===== config.mk =====
export PLATFORM = sky130hd
export DESIGN_NAME = casq_ctrl
export DESIGN_NICKNAME = d
export VERILOG_FILES = /design/src/hw/rtl/casq_pkg.sv /design/src/hw/rtl/casq_ctrl.sv
export SDC_FILE = /design/constraint.sdc
export NUM_CORES = 1
export LEC_CHECK = 0
export BUFFER_PORTS_ARGS = -buffer_cell sky130_fd_sc_hd__buf_2
export CORE_AREA = 2 2 39 41
export DETAILED_ROUTE_END_ITERATION = 12
export DIE_AREA = 0 0 41 43
export MAX_ROUTING_LAYER = met4
export PLACE_DENSITY = 0.72
export SLEW_MARGIN = 15
export SYNTH_ARGS = -nofsm -noshare
export SYNTH_HDL_FRONTEND = slang
export SYNTH_SLANG_ARGS = --single-unit

===== constraint.sdc =====
create_clock -name i_clk -period 3.55 [get_ports i_clk]
set_input_delay 0.5325 -clock i_clk [delete_from_list [all_inputs] [get_ports i_clk]]
set_output_delay 0.5325 -clock i_clk [all_outputs]
set_load 0.01 [all_outputs]

===== src/hw/rtl/casq_pkg.sv =====
package casq_pkg;

    localparam int QUEUE_DEPTH = 64;

    localparam int IDX_W      = $clog2(QUEUE_DEPTH);
    localparam int CNT_W      = $clog2(QUEUE_DEPTH + 1);
    localparam int SEQ_W      = 32;
    localparam int SIZE_W     = 16;
    localparam int HANDLE_W   = 32;
    localparam int ACTION_W   = 2;
    localparam int STATUS_W   = 2;
    localparam int BYTE_W     = $clog2(QUEUE_DEPTH * (2 ** SIZE_W - 1) + 1);
    localparam int OUT_CNT_W  = 7;
    localparam int OUT_BYTE_W = 22;

    typedef enum logic [ACTION_W-1:0] {
        ACT_ENQUEUE = 2'd0,
        ACT_ACK     = 2'd1,
        ACT_FLUSH   = 2'd2
    } t_action;

    typedef enum logic [STATUS_W-1:0] {
        ST_OK        = 2'd0,
        ST_ACK_EMPTY = 2'd1,
        ST_NO_MATCH  = 2'd2,
        ST_FULL      = 2'd3
    } t_status;

    typedef struct packed {
        logic [SEQ_W-1:0]    seq;
        logic [SIZE_W-1:0]   size;
        logic [HANDLE_W-1:0] handle;
    } t_entry;

    typedef struct packed {
        logic    capture;
        logic    enq_write;
        logic    flush;
        logic    walk_init;
        logic    walk_read;
        logic    walk_next;
        logic    ack_commit;
        logic    head_read;
        logic    out_load;
        logic    status_we;
        t_status status_code;
    } t_dp_cmd;

    typedef struct packed {
        t_action action;
        logic    empty;
        logic    full;
        logic    match;
        logic    walk_last;
    } t_dp_sts;

endpackage


===== src/hw/rtl/casq_ctrl.sv =====
module casq_ctrl (
    input  logic               i_clk,
    input  logic               i_rst_n,
    input  logic               i_req_valid,
    output logic               o_req_ready,
    output logic               o_rsp_valid,
    input  logic               i_rsp_ready,
    input  casq_pkg::t_dp_sts  i_sts,
    output casq_pkg::t_dp_cmd  o_cmd
);

    typedef enum logic [5:0] {
        S_IDLE      = 6'b000001,
        S_DECODE    = 6'b000010,
        S_ACK_RD    = 6'b000100,
        S_ACK_CMP   = 6'b001000,
        S_HEAD_RD   = 6'b010000,
        S_HEAD_WAIT = 6'b100000
    } t_state;

    t_state r_state;
    t_state n_state;
    logic   r_rsp_valid;
    logic   n_rsp_valid;
    logic   slot_free;

    assign o_req_ready = (r_state == S_IDLE);
    assign o_rsp_valid = r_rsp_valid;
    assign slot_free   = !r_rsp_valid || i_rsp_ready;

    always_comb begin
        n_state = r_state;
        o_cmd   = '0;
        o_cmd.status_code = casq_pkg::ST_OK;
        unique case (r_state)
            S_IDLE: begin
                if (i_req_valid) begin
                    o_cmd.capture = 1'b1;
                    n_state = S_DECODE;
                end
            end
            S_DECODE: begin
                n_state = S_HEAD_RD;
                unique case (i_sts.action)
                    casq_pkg::ACT_ENQUEUE: begin
                        if (i_sts.full) begin
                            o_cmd.status_we   = 1'b1;
                            o_cmd.status_code = casq_pkg::ST_FULL;
                        end else begin
                            o_cmd.enq_write = 1'b1;
                        end
                    end
                    casq_pkg::ACT_ACK: begin
                        if (i_sts.empty) begin
                            o_cmd.status_we   = 1'b1;
                            o_cmd.status_code = casq_pkg::ST_ACK_EMPTY;
                        end else begin
                            o_cmd.walk_init = 1'b1;
                            n_state = S_ACK_RD;
                        end
                    end
                    casq_pkg::ACT_FLUSH: begin
                        o_cmd.flush = 1'b1;
                    end
                    default: begin
                    end
                endcase
            end
            S_ACK_RD: begin
                o_cmd.walk_read = 1'b1;
                n_state = S_ACK_CMP;
            end
            S_ACK_CMP: begin
                priority if (i_sts.match) begin
                    o_cmd.ack_commit = 1'b1;
                    n_state = S_HEAD_RD;
                end else if (i_sts.walk_last) begin
                    o_cmd.status_we   = 1'b1;
                    o_cmd.status_code = casq_pkg::ST_NO_MATCH;
                    n_state = S_HEAD_RD;
                end else begin
                    o_cmd.walk_next = 1'b1;
                    n_state = S_ACK_RD;
                end
            end
            S_HEAD_RD: begin
                o_cmd.head_read = 1'b1;
                n_state = S_HEAD_WAIT;
            end
            S_HEAD_WAIT: begin
                if (slot_free) begin
                    o_cmd.out_load = 1'b1;
                    n_state = S_IDLE;
                end
            end
            default: begin
                n_state = S_IDLE;
            end
        endcase
    end

    always_comb begin
        n_rsp_valid = r_rsp_valid;
        if (r_rsp_valid && i_rsp_ready) begin
            n_rsp_valid = 1'b0;
        end
        if (o_cmd.out_load) begin
            n_rsp_valid = 1'b1;
        end
    end

    always_ff @(posedge i_clk) begin
        if (!i_rst_n) begin
            r_state     <= S_IDLE;
            r_rsp_valid <= 1'b0;
        end else begin
            r_state     <= n_state;
            r_rsp_valid <= n_rsp_valid;
        end
    end

endmodule


# Yosys cells after proc, flatten, opt, wreduce, memory -nomap -nowiden
# Cells that the tools add are included.
[word_totals]
regBits = 7
wordCells = 49
out_inout_bits = 14
[op_classes]
eq_ne = 10
n_reduce_logical = 6
mux = 31
[op_table]
columns = ["cell", "n"]
rows = [
  ["$pmux 6 s6", 1],
  ["$mux 6", 3],
  ["$mux 1", 16],
  ["$mux 3", 5],
  ["$mux 5", 3],
  ["$pmux 3 s2", 2],
  ["$eq 6x1->1 const B", 1],
  ["$eq 6x2->1 const B", 1],
  ["$eq 6x3->1 const B", 1],
  ["$eq 6x4->1 const B", 1],
  ["$eq 6x5->1 const B", 1],
  ["$eq 6x6->1 const B", 1],
  ["$ne 2x2->1 const B", 2],
  ["$eq 2x1->1 const B", 1],
  ["$eq 2x2->1 const B", 1],
  ["$logic_not 2->1", 1],
  ["$mux 2", 1],
  ["$reduce_and 2->1", 1],
  ["$reduce_bool 2->1", 1],
  ["$logic_and 1x1->1", 1],
  ["$logic_not 1->1", 1],
  ["$logic_or 1x1->1", 1],
]

# Depth between registers and ports, before layout
# Gate-level depths: netlist of the first run.
[logic_depth]
ltp_word = 5
ltp_mapped = 5

# Worst setup path after synthesis of the first run
# OpenSTA, ideal clock, no wires.
[synth_timing]
path_kind = "register to output"
start = "register r_state[1]"
end = "output port o_cmd[3] in the netlist's numbering"
arrival_ns = 1.503
setup_slack_ns = 1.514
path_stages_with_launch = 6
path_cell_list = "dfxtp_1 > buf_6 > or3_1 > or4b_1 > nor2_1 > buf_4"
[synth_lines]
columns = ["element", "line", "source"]
rows = [
  ["start, declared", "casq_ctrl.sv:21", "t_state r_state;"],
  ["start signal, assigned", "casq_ctrl.sv:117", "r_state <= n_state;"],
  ["end, declared", "casq_ctrl.sv:9", "output casq_pkg::t_dp_cmd o_cmd"],
]

==> impl_results.md, run 1 <==
* Fin cells at about 100
* Crit path max fanout at 11
* Top-area cell type share of the netlist area at 0.260
* Unique masters post-synth at 35
* Footprint of the multi-input gates at between 300 and 400 um^2
* Clock network power share at 0.275
* Internal at 172 uW
* CTS sink count at 7
* Vias in the first global route at ~400
* Clock buffer depth at 2
* Slew Limit Fails at 0
* PwrDens at around 400 nW/um^2
* H-Tree Depth at 1
* Sequential Power Share at 0.397
* Dpl hpwl at between 800 and 900 um
* Final worst path period need at between 2 and 2.5 ns
* Switching Share at 0.357
* Chip width at around 40 um
* WP data required at roughly 3 ns
* Row count at 14
* HP Class: in -> reg
* Leading area contributor after synthesis: dfxtp_1
* Worst setup EP type: primary output
* Boundary Pins at 24
* Largest net degree at the start of global routing at 12
* Worst-path clk slew at roughly 0.050 ns
* WL/cell at around 12 um
* Critical path cell sequence: or4_4, nor3b_4, nand3b_1, o41ai_1, buf_2
* Kind of critical path: reg -> out
* Tightest Pin Transition at between 0.4 and 0.5 ns
* Die height at ~43 um
* DP Cell Count at just under 100
* Setup violators final at 0
* Clock root buffer: clkbuf_4
* Area growth from synthesis to layout at 23.9%
* EDFF count, synth at 0
* Seq. cell area at around 140 um^2
* DR vias/cell at 5.44
* Layout cell share with drive strength beyond 1 at 0.337
* Initial antenna violation count at 0
* CTS tree: done
* Final ANT Viol Nets at 0
* First-pass DRT Iterations at 4
* Max_slew headroom at 0.713
* Outcome: completed
* Sequential area share after synthesis at 0.260
* Starting utilization of the core area at 0.390
* Leakage at between 0.3 and 0.4 nW
* Max Fclk at approximately 420 MHz
* Grt ovf at 0
* Critical Path Start Type: flip-flop
* GP Congestion at ~0.75
* Worst EP arrival at ~1.9 ns
* Syn. warnings at 0
* Hold Violations, Final at 0
* Post-Syn Area at 539 um^2
* RSZ-0062 raised after global routing: false
* First-pass GRT wire length at ~1600 um
* # DRC at 0
* Largest cells by area after synthesis: dfxtp_1 26%, nor3b_4 7.0%, nor2_1 4.9%
* Combinational Power Share at 0.328
* DRT iter0 DRCs at 10
* Mapped Cells at 64
* Inserted Clock Buffers at 3
* CTS Hold Bufs at 0
* Clk Latency, worst-skew pair at between 0.2 and 0.3 ns
* Antenna cells at 0
* Total power at about 270 uW
* Max incr delay on CP at roughly 0.6 ns
* Syn_nets at 74
* Via Count at about 560
* Post-CTS setup buffer count at 0
* Core Region at around 1400 um^2
* Main synth FF type: dfxtp_1
* Nets at 97
* Final Skew at about 0.0044 ns
* Mean area per synthesized cell at ~8.4 um^2
* VDD IR-drop max at roughly 280 uV
* Hold slack at ~0.56 ns
* Max-cap violation count at 0
* Yosys reg bits at 7
* Post-CTS Resized at 0
* CP max-delay cell: or4_4
* Die area at roughly 1800 um^2
* Top cells by count, synth: 7 x dfxtp_1, 7 x nor2_1, 4 x inv_1, 3 x nor3b_1, 3 x nor4b_1
* Final wirelength at 1190 um
* Final period utilization at 0.678
* FFs w/ async S/R, synth at 0
* P_sw at between 90 and 100 uW
* Setup TNS at 0 ns
* Port bufs at 23
* GRT Util Overall at 0.143
* Filler cells at about 140
## logic make-up after synthesis
| kind of cell | count (synthesis) | share of synthesized area |
|---|---|---|
| buffers and inverters | 9 | 0.0881 |
| muxes | 1 | 0.0186 |
| and+or+nand+nor | 33 | 0.439 |
| AOI/OAI and AO/OA | 13 | 0.179 |
| xor gates and xnor gates | 1 | 0.0162 |
| DFF | 7 | 0.260 |
## layer usage
| metal | part of all wire | GRT usage |
|---|---|---|
| met5 | 0 | - |
| met4 | 0.0068 | 0.0533 |
| met3 | 0.099 | 0.0785 |
| met2 | 0.46 | 0.206 |
| met1 | 0.44 | 0.162 |
## power groups by stage
stage,sequential [mW],combinational [mW],clock [mW]
2_1_floorplan,0.0920,0.0820,0
3_3_place_gp,0.107,0.0864,0
3_5_place_dp,0.107,0.0873,0
4_1_cts,0.106,0.0880,0.0773
5_1_grt,0.108,0.0972,0.0824
6_report,0.107,0.0879,0.0737
## worst max-delay path: cells and delay by family (launching register included)
family	cells	cell delay, ns
AO/OA/AOI/OAI	1	0.07
buffers and inverters	1	0.18
flip-flops	1	0.40
AND/OR/NAND/NOR	3	0.96
## metrics by stage
step | setup WS [ns] | cell area, um^2 | util
after detailed placement | 1.41 | 642 | 0.464
after CTS | 1.13 | 668 | 0.483
after global placement | 1.45 | 642 | 0.464
after floorplan | 1.51 | 539 | -
final | 1.14 | 668 | 0.483
after global routing | 1.03 | 668 | 0.483
## layout make-up
type                       instances  share of cell area
timing repair buffer              23               0.172
multi-input combinational         48               0.526
inverter                           4              0.0225
sequential                         7               0.210
clock buffer                       4              0.0393
tap                               16              0.0300
## sequential cells by signal, indices dropped and copies added (netlist names)
name / cells
r_state: 6
o_rsp_valid: 1
## worst paths after layout
check             cells past startpoint  slack [ns]                       to                    start
hold reg to reg                       1        0.60  r_state[3]$_SDFFE_PN0P_  r_state[2]$_SDFFE_PN0P_
setup / recovery                      5        1.14                 o_cmd[1]  r_state[5]$_SDFFE_PN0P_
hold / removal                        2        0.56  r_state[1]$_SDFFE_PN0P_                  i_rst_n
setup reg to reg                      4        1.89  r_state[2]$_SDFFE_PN0P_  r_state[5]$_SDFFE_PN0P_
## cells in the final DEF (no fill, tap or decap), drive strengths merged, types with 2 or more instances in the layout
| master | instances |
|---|---|
| nand3b | 2 |
| o31ai | 2 |
| clkbuf | 4 |
| a31oi | 2 |
| inv | 4 |
| nor4 | 2 |
| or4b | 2 |
| nor4b | 3 |
| buf | 23 |
| a21oi | 2 |
| dfxtp | 7 |
| nor3b | 5 |
| and2 | 2 |
| nor3 | 2 |
| nand2b | 2 |
| nor2 | 7 |
No activity file was read; power rests on OpenSTA's default activity.
==> run 2, diff against run 1 <==
ABC_AREA = 1   (was not set)
PLACE_DENSITY = 0.68   (was 0.72)
clock period = 2.5 ns   (was 3.55 ns; I/O delays follow)
==> impl_results.md, run 2 <==
* Worst-path clk slew at 0.06 ns (about the same)
* Largest cells by area after synthesis: dfxtp_1 29%, inv_1 15%, nor2_1 12%
* Layout Utilization at 0.466 (-0.0172)
* Syn. warnings at 0 (unchanged)
* GP Congestion at 0.726 (-3.7%)
* Largest register FFs at 6 (unchanged)
* CTS sink count at 7 (unchanged)
* Starting utilization of the core area at 0.354 (-0.0353)
* Final wirelength at 1020 um (-14%)
* Final period utilization at 0.688
* Mapped Cells at 80 (+25%)
* CP max-delay cell: dfxtp_1
* Mean area per synthesized cell at 6.13 um^2 (-27%)
* Clock root buffer: clkbuf_4
* Hold Path Origin: i_rst_n
* First-pass DRT Iterations at 2 (-2)
* Post-CTS Resized at 0 (unchanged)
* Largest net degree at the start of global routing at 7 (-5)
* Top reg by flops: r_state
* Inserted Clock Buffers at 3 (unchanged)
* Critical Path Start Type: flip-flop
* Critical Path Source: r_state[1]$_SDFFE_PN0P_
* Layout cell share with drive strength beyond 1 at 0.349 (+0.0118)
* FFs w/ async S/R, synth at 0 (unchanged)
* Tightest Pin Transition at 0.195 ns (-0.232 ns)
* # DRC at 0 (unchanged)
* Crit-path most repeated cell: inv_1
* Post-CTS setup buffer count at 0 (unchanged)
* Top cells by count, synth: 20 x inv_1, 16 x nor2_1, 9 x nand2_1, 8 x nand3_1, 7 x dfxtp_1
* Via Count at 532 (-4.1%)
* Worst setup EP type: primary output
* Most common cell in the synthesized netlist: inv_1
* Clk Latency, worst-skew pair at 0.26 ns (about the same)
* Yosys reg bits at 7 (unchanged)
* Syn_nets at 90 (+22%)
* Port bufs at 23 (unchanged)
* Die area at 1760 um^2 (unchanged)
* CTS Hold Bufs at 0 (unchanged)
* HP Class: in -> reg
* Max-cap violation count at 0 (unchanged)
* CTS tree: done
* Setup TNS at 0 ns (unchanged)
* Crit Reg-Reg Startpoint: r_state[5]$_SDFFE_PN0P_
* First-pass GRT wire length at 1620 um (-0.43%)
* Final worst path period need at 1.72 ns
* Unique masters post-synth at 19 (-46%)
* EDFF count, synth at 0 (unchanged)
* DR vias/cell at 4.36 (-20%)
* Row count at 14 (unchanged)
* PwrDens at 429 nW/um^2 (+6.8%)
* Clock buffer depth at 2 (unchanged)
* Slew Limit Fails at 0 (unchanged)
* Leakage at 0.419 nW (+34%)
* Grt ovf at 0 (unchanged)
* Die height at 43 um (unchanged)
* Boundary Pins at 24 (unchanged)
* Final Skew at 0.00781 ns (+0.00341 ns)
* Core Region at 1380 um^2 (unchanged)
* WP data required at 2.12 ns (-0.90 ns)
* Worst EP arrival at 1.34 ns (-0.54 ns)
* Main synth FF type: dfxtp_1
* Most frequent cells in the layout: 23 x buf_2, 20 x inv_1, 16 x nor2_1, 9 x nand2_1, 8 x nand3_1
* Critical path cell sequence: inv_1, nor2_1, nand3_2, or2_1, inv_1, buf_2
* Max Fclk at between 500 and 600 MHz
* Commonest non-fill, non-tap cell in the layout: buf_2
* Setup violators final at 0 (unchanged)
* Outcome: completed
* RSZ-0062 raised after global routing: false
* Antenna cells at 0 (unchanged)
* H-Tree Depth at 1 (unchanged)
* Max incr delay on CP at 0.36 ns (-0.24 ns)
* Total power at 276 uW (+3.0%)
* Vias in the first global route at 456 (+14%)
* Crit path max fanout at 6 (-5)
* Top-area cell type share of the netlist area at 0.286 (+0.0259)
* Sequential area share after synthesis at 0.286 (+0.0259)
* DRT iter0 DRCs at 3 (-7)
* Post-Syn Area at 490 um^2 (-9.0%)
* Chip width at 41 um (unchanged)
* Kind of critical path: reg -> out
* Dpl hpwl at 854 um (-4.6%)
* VDD IR-drop max at 197 uV (-29%)
* Final ANT Viol Nets at 0 (unchanged)
* Filler cells at 150 (+7.9%)
* Nets at 117 (+21%)
* WL/cell at 8.39 um (-28%)
* Max_slew headroom at 0.869 (+0.156)
* Initial antenna violation count at 0 (unchanged)
* Hold Violations, Final at 0 (unchanged)
* Area growth from synthesis to layout at 31.4%
* Leading area contributor after synthesis: dfxtp_1
* GRT Util Overall at 0.140 (-0.00338)
run 2: metrics by stage:
step / area, um^2 / cells / setup WS (ns) / hold slack [ns]
6_report: 644 / 122 / 0.780 / 0.344
5_1_grt: 644 / 122 / 0.678 / 0.351
4_1_cts: 644 / 122 / 0.753 / 0.334
3_5_place_dp: 618 / 118 / 0.931 / 0.557
3_3_place_gp: 618 / 118 / 0.940 / 0.545
2_1_floorplan: 490 / 80 / 1.12 / 0.501
run 2: cell type report:
class	count	area (um^2)	share of cell area
Clock buffer	4	26.3	0.0408
Inverter	21	78.8	0.122
Tap cell	16	20.0	0.0311
Timing Repair Buffer	23	115	0.179
Multi-Input combinational cell	51	264	0.410
Sequential cell	7	140	0.217
run 2: worst paths after layout:
path                                    to  slack (ns)  cells after the start
setup / recovery                  o_cmd[8]        0.78                      6
hold / removal     r_state[3]$_SDFFE_PN0P_        0.34                      3
setup reg to reg   r_state[0]$_SDFFE_PN1P_        1.34                      6
hold reg to reg   o_rsp_valid$_SDFFE_PN0P_        0.56                      3
run 2: cell families after synthesis:
kind of cell	after synthesis	share of synthesized area
AND/OR/NAND/NOR	47	0.490
buffers and inverters	22	0.176
AO/OA/AOI/OAI	4	0.0485
flip-flops	7	0.286
run 2: power by group:
| part | internal, mW | switching (mW) |
|---|---|---|
| clock network | 0.0611 | 0.0448 |
| registers | 0.116 | 0.00356 |
| logic | 0.0201 | 0.0309 |
| total | 0.197 | 0.0793 |
run 2: critical path: cells and delay by family (launching register included):
kind / cells / cell delay (ns)
DFF: 1 / 0.36
and+or+nand+nor: 3 / 0.51
buffers and inverters: 3 / 0.23
run 2: per-layer routing:
metal	wire length [um]	share of wire	up-vias	GRT usage
li1	-	-	290	-
met1	470	0.46	214	0.161
met2	443	0.43	24	0.213
met3	87	0.085	4	0.0157
met4	23	0.022	0	0.100
met5	0	0	-	-
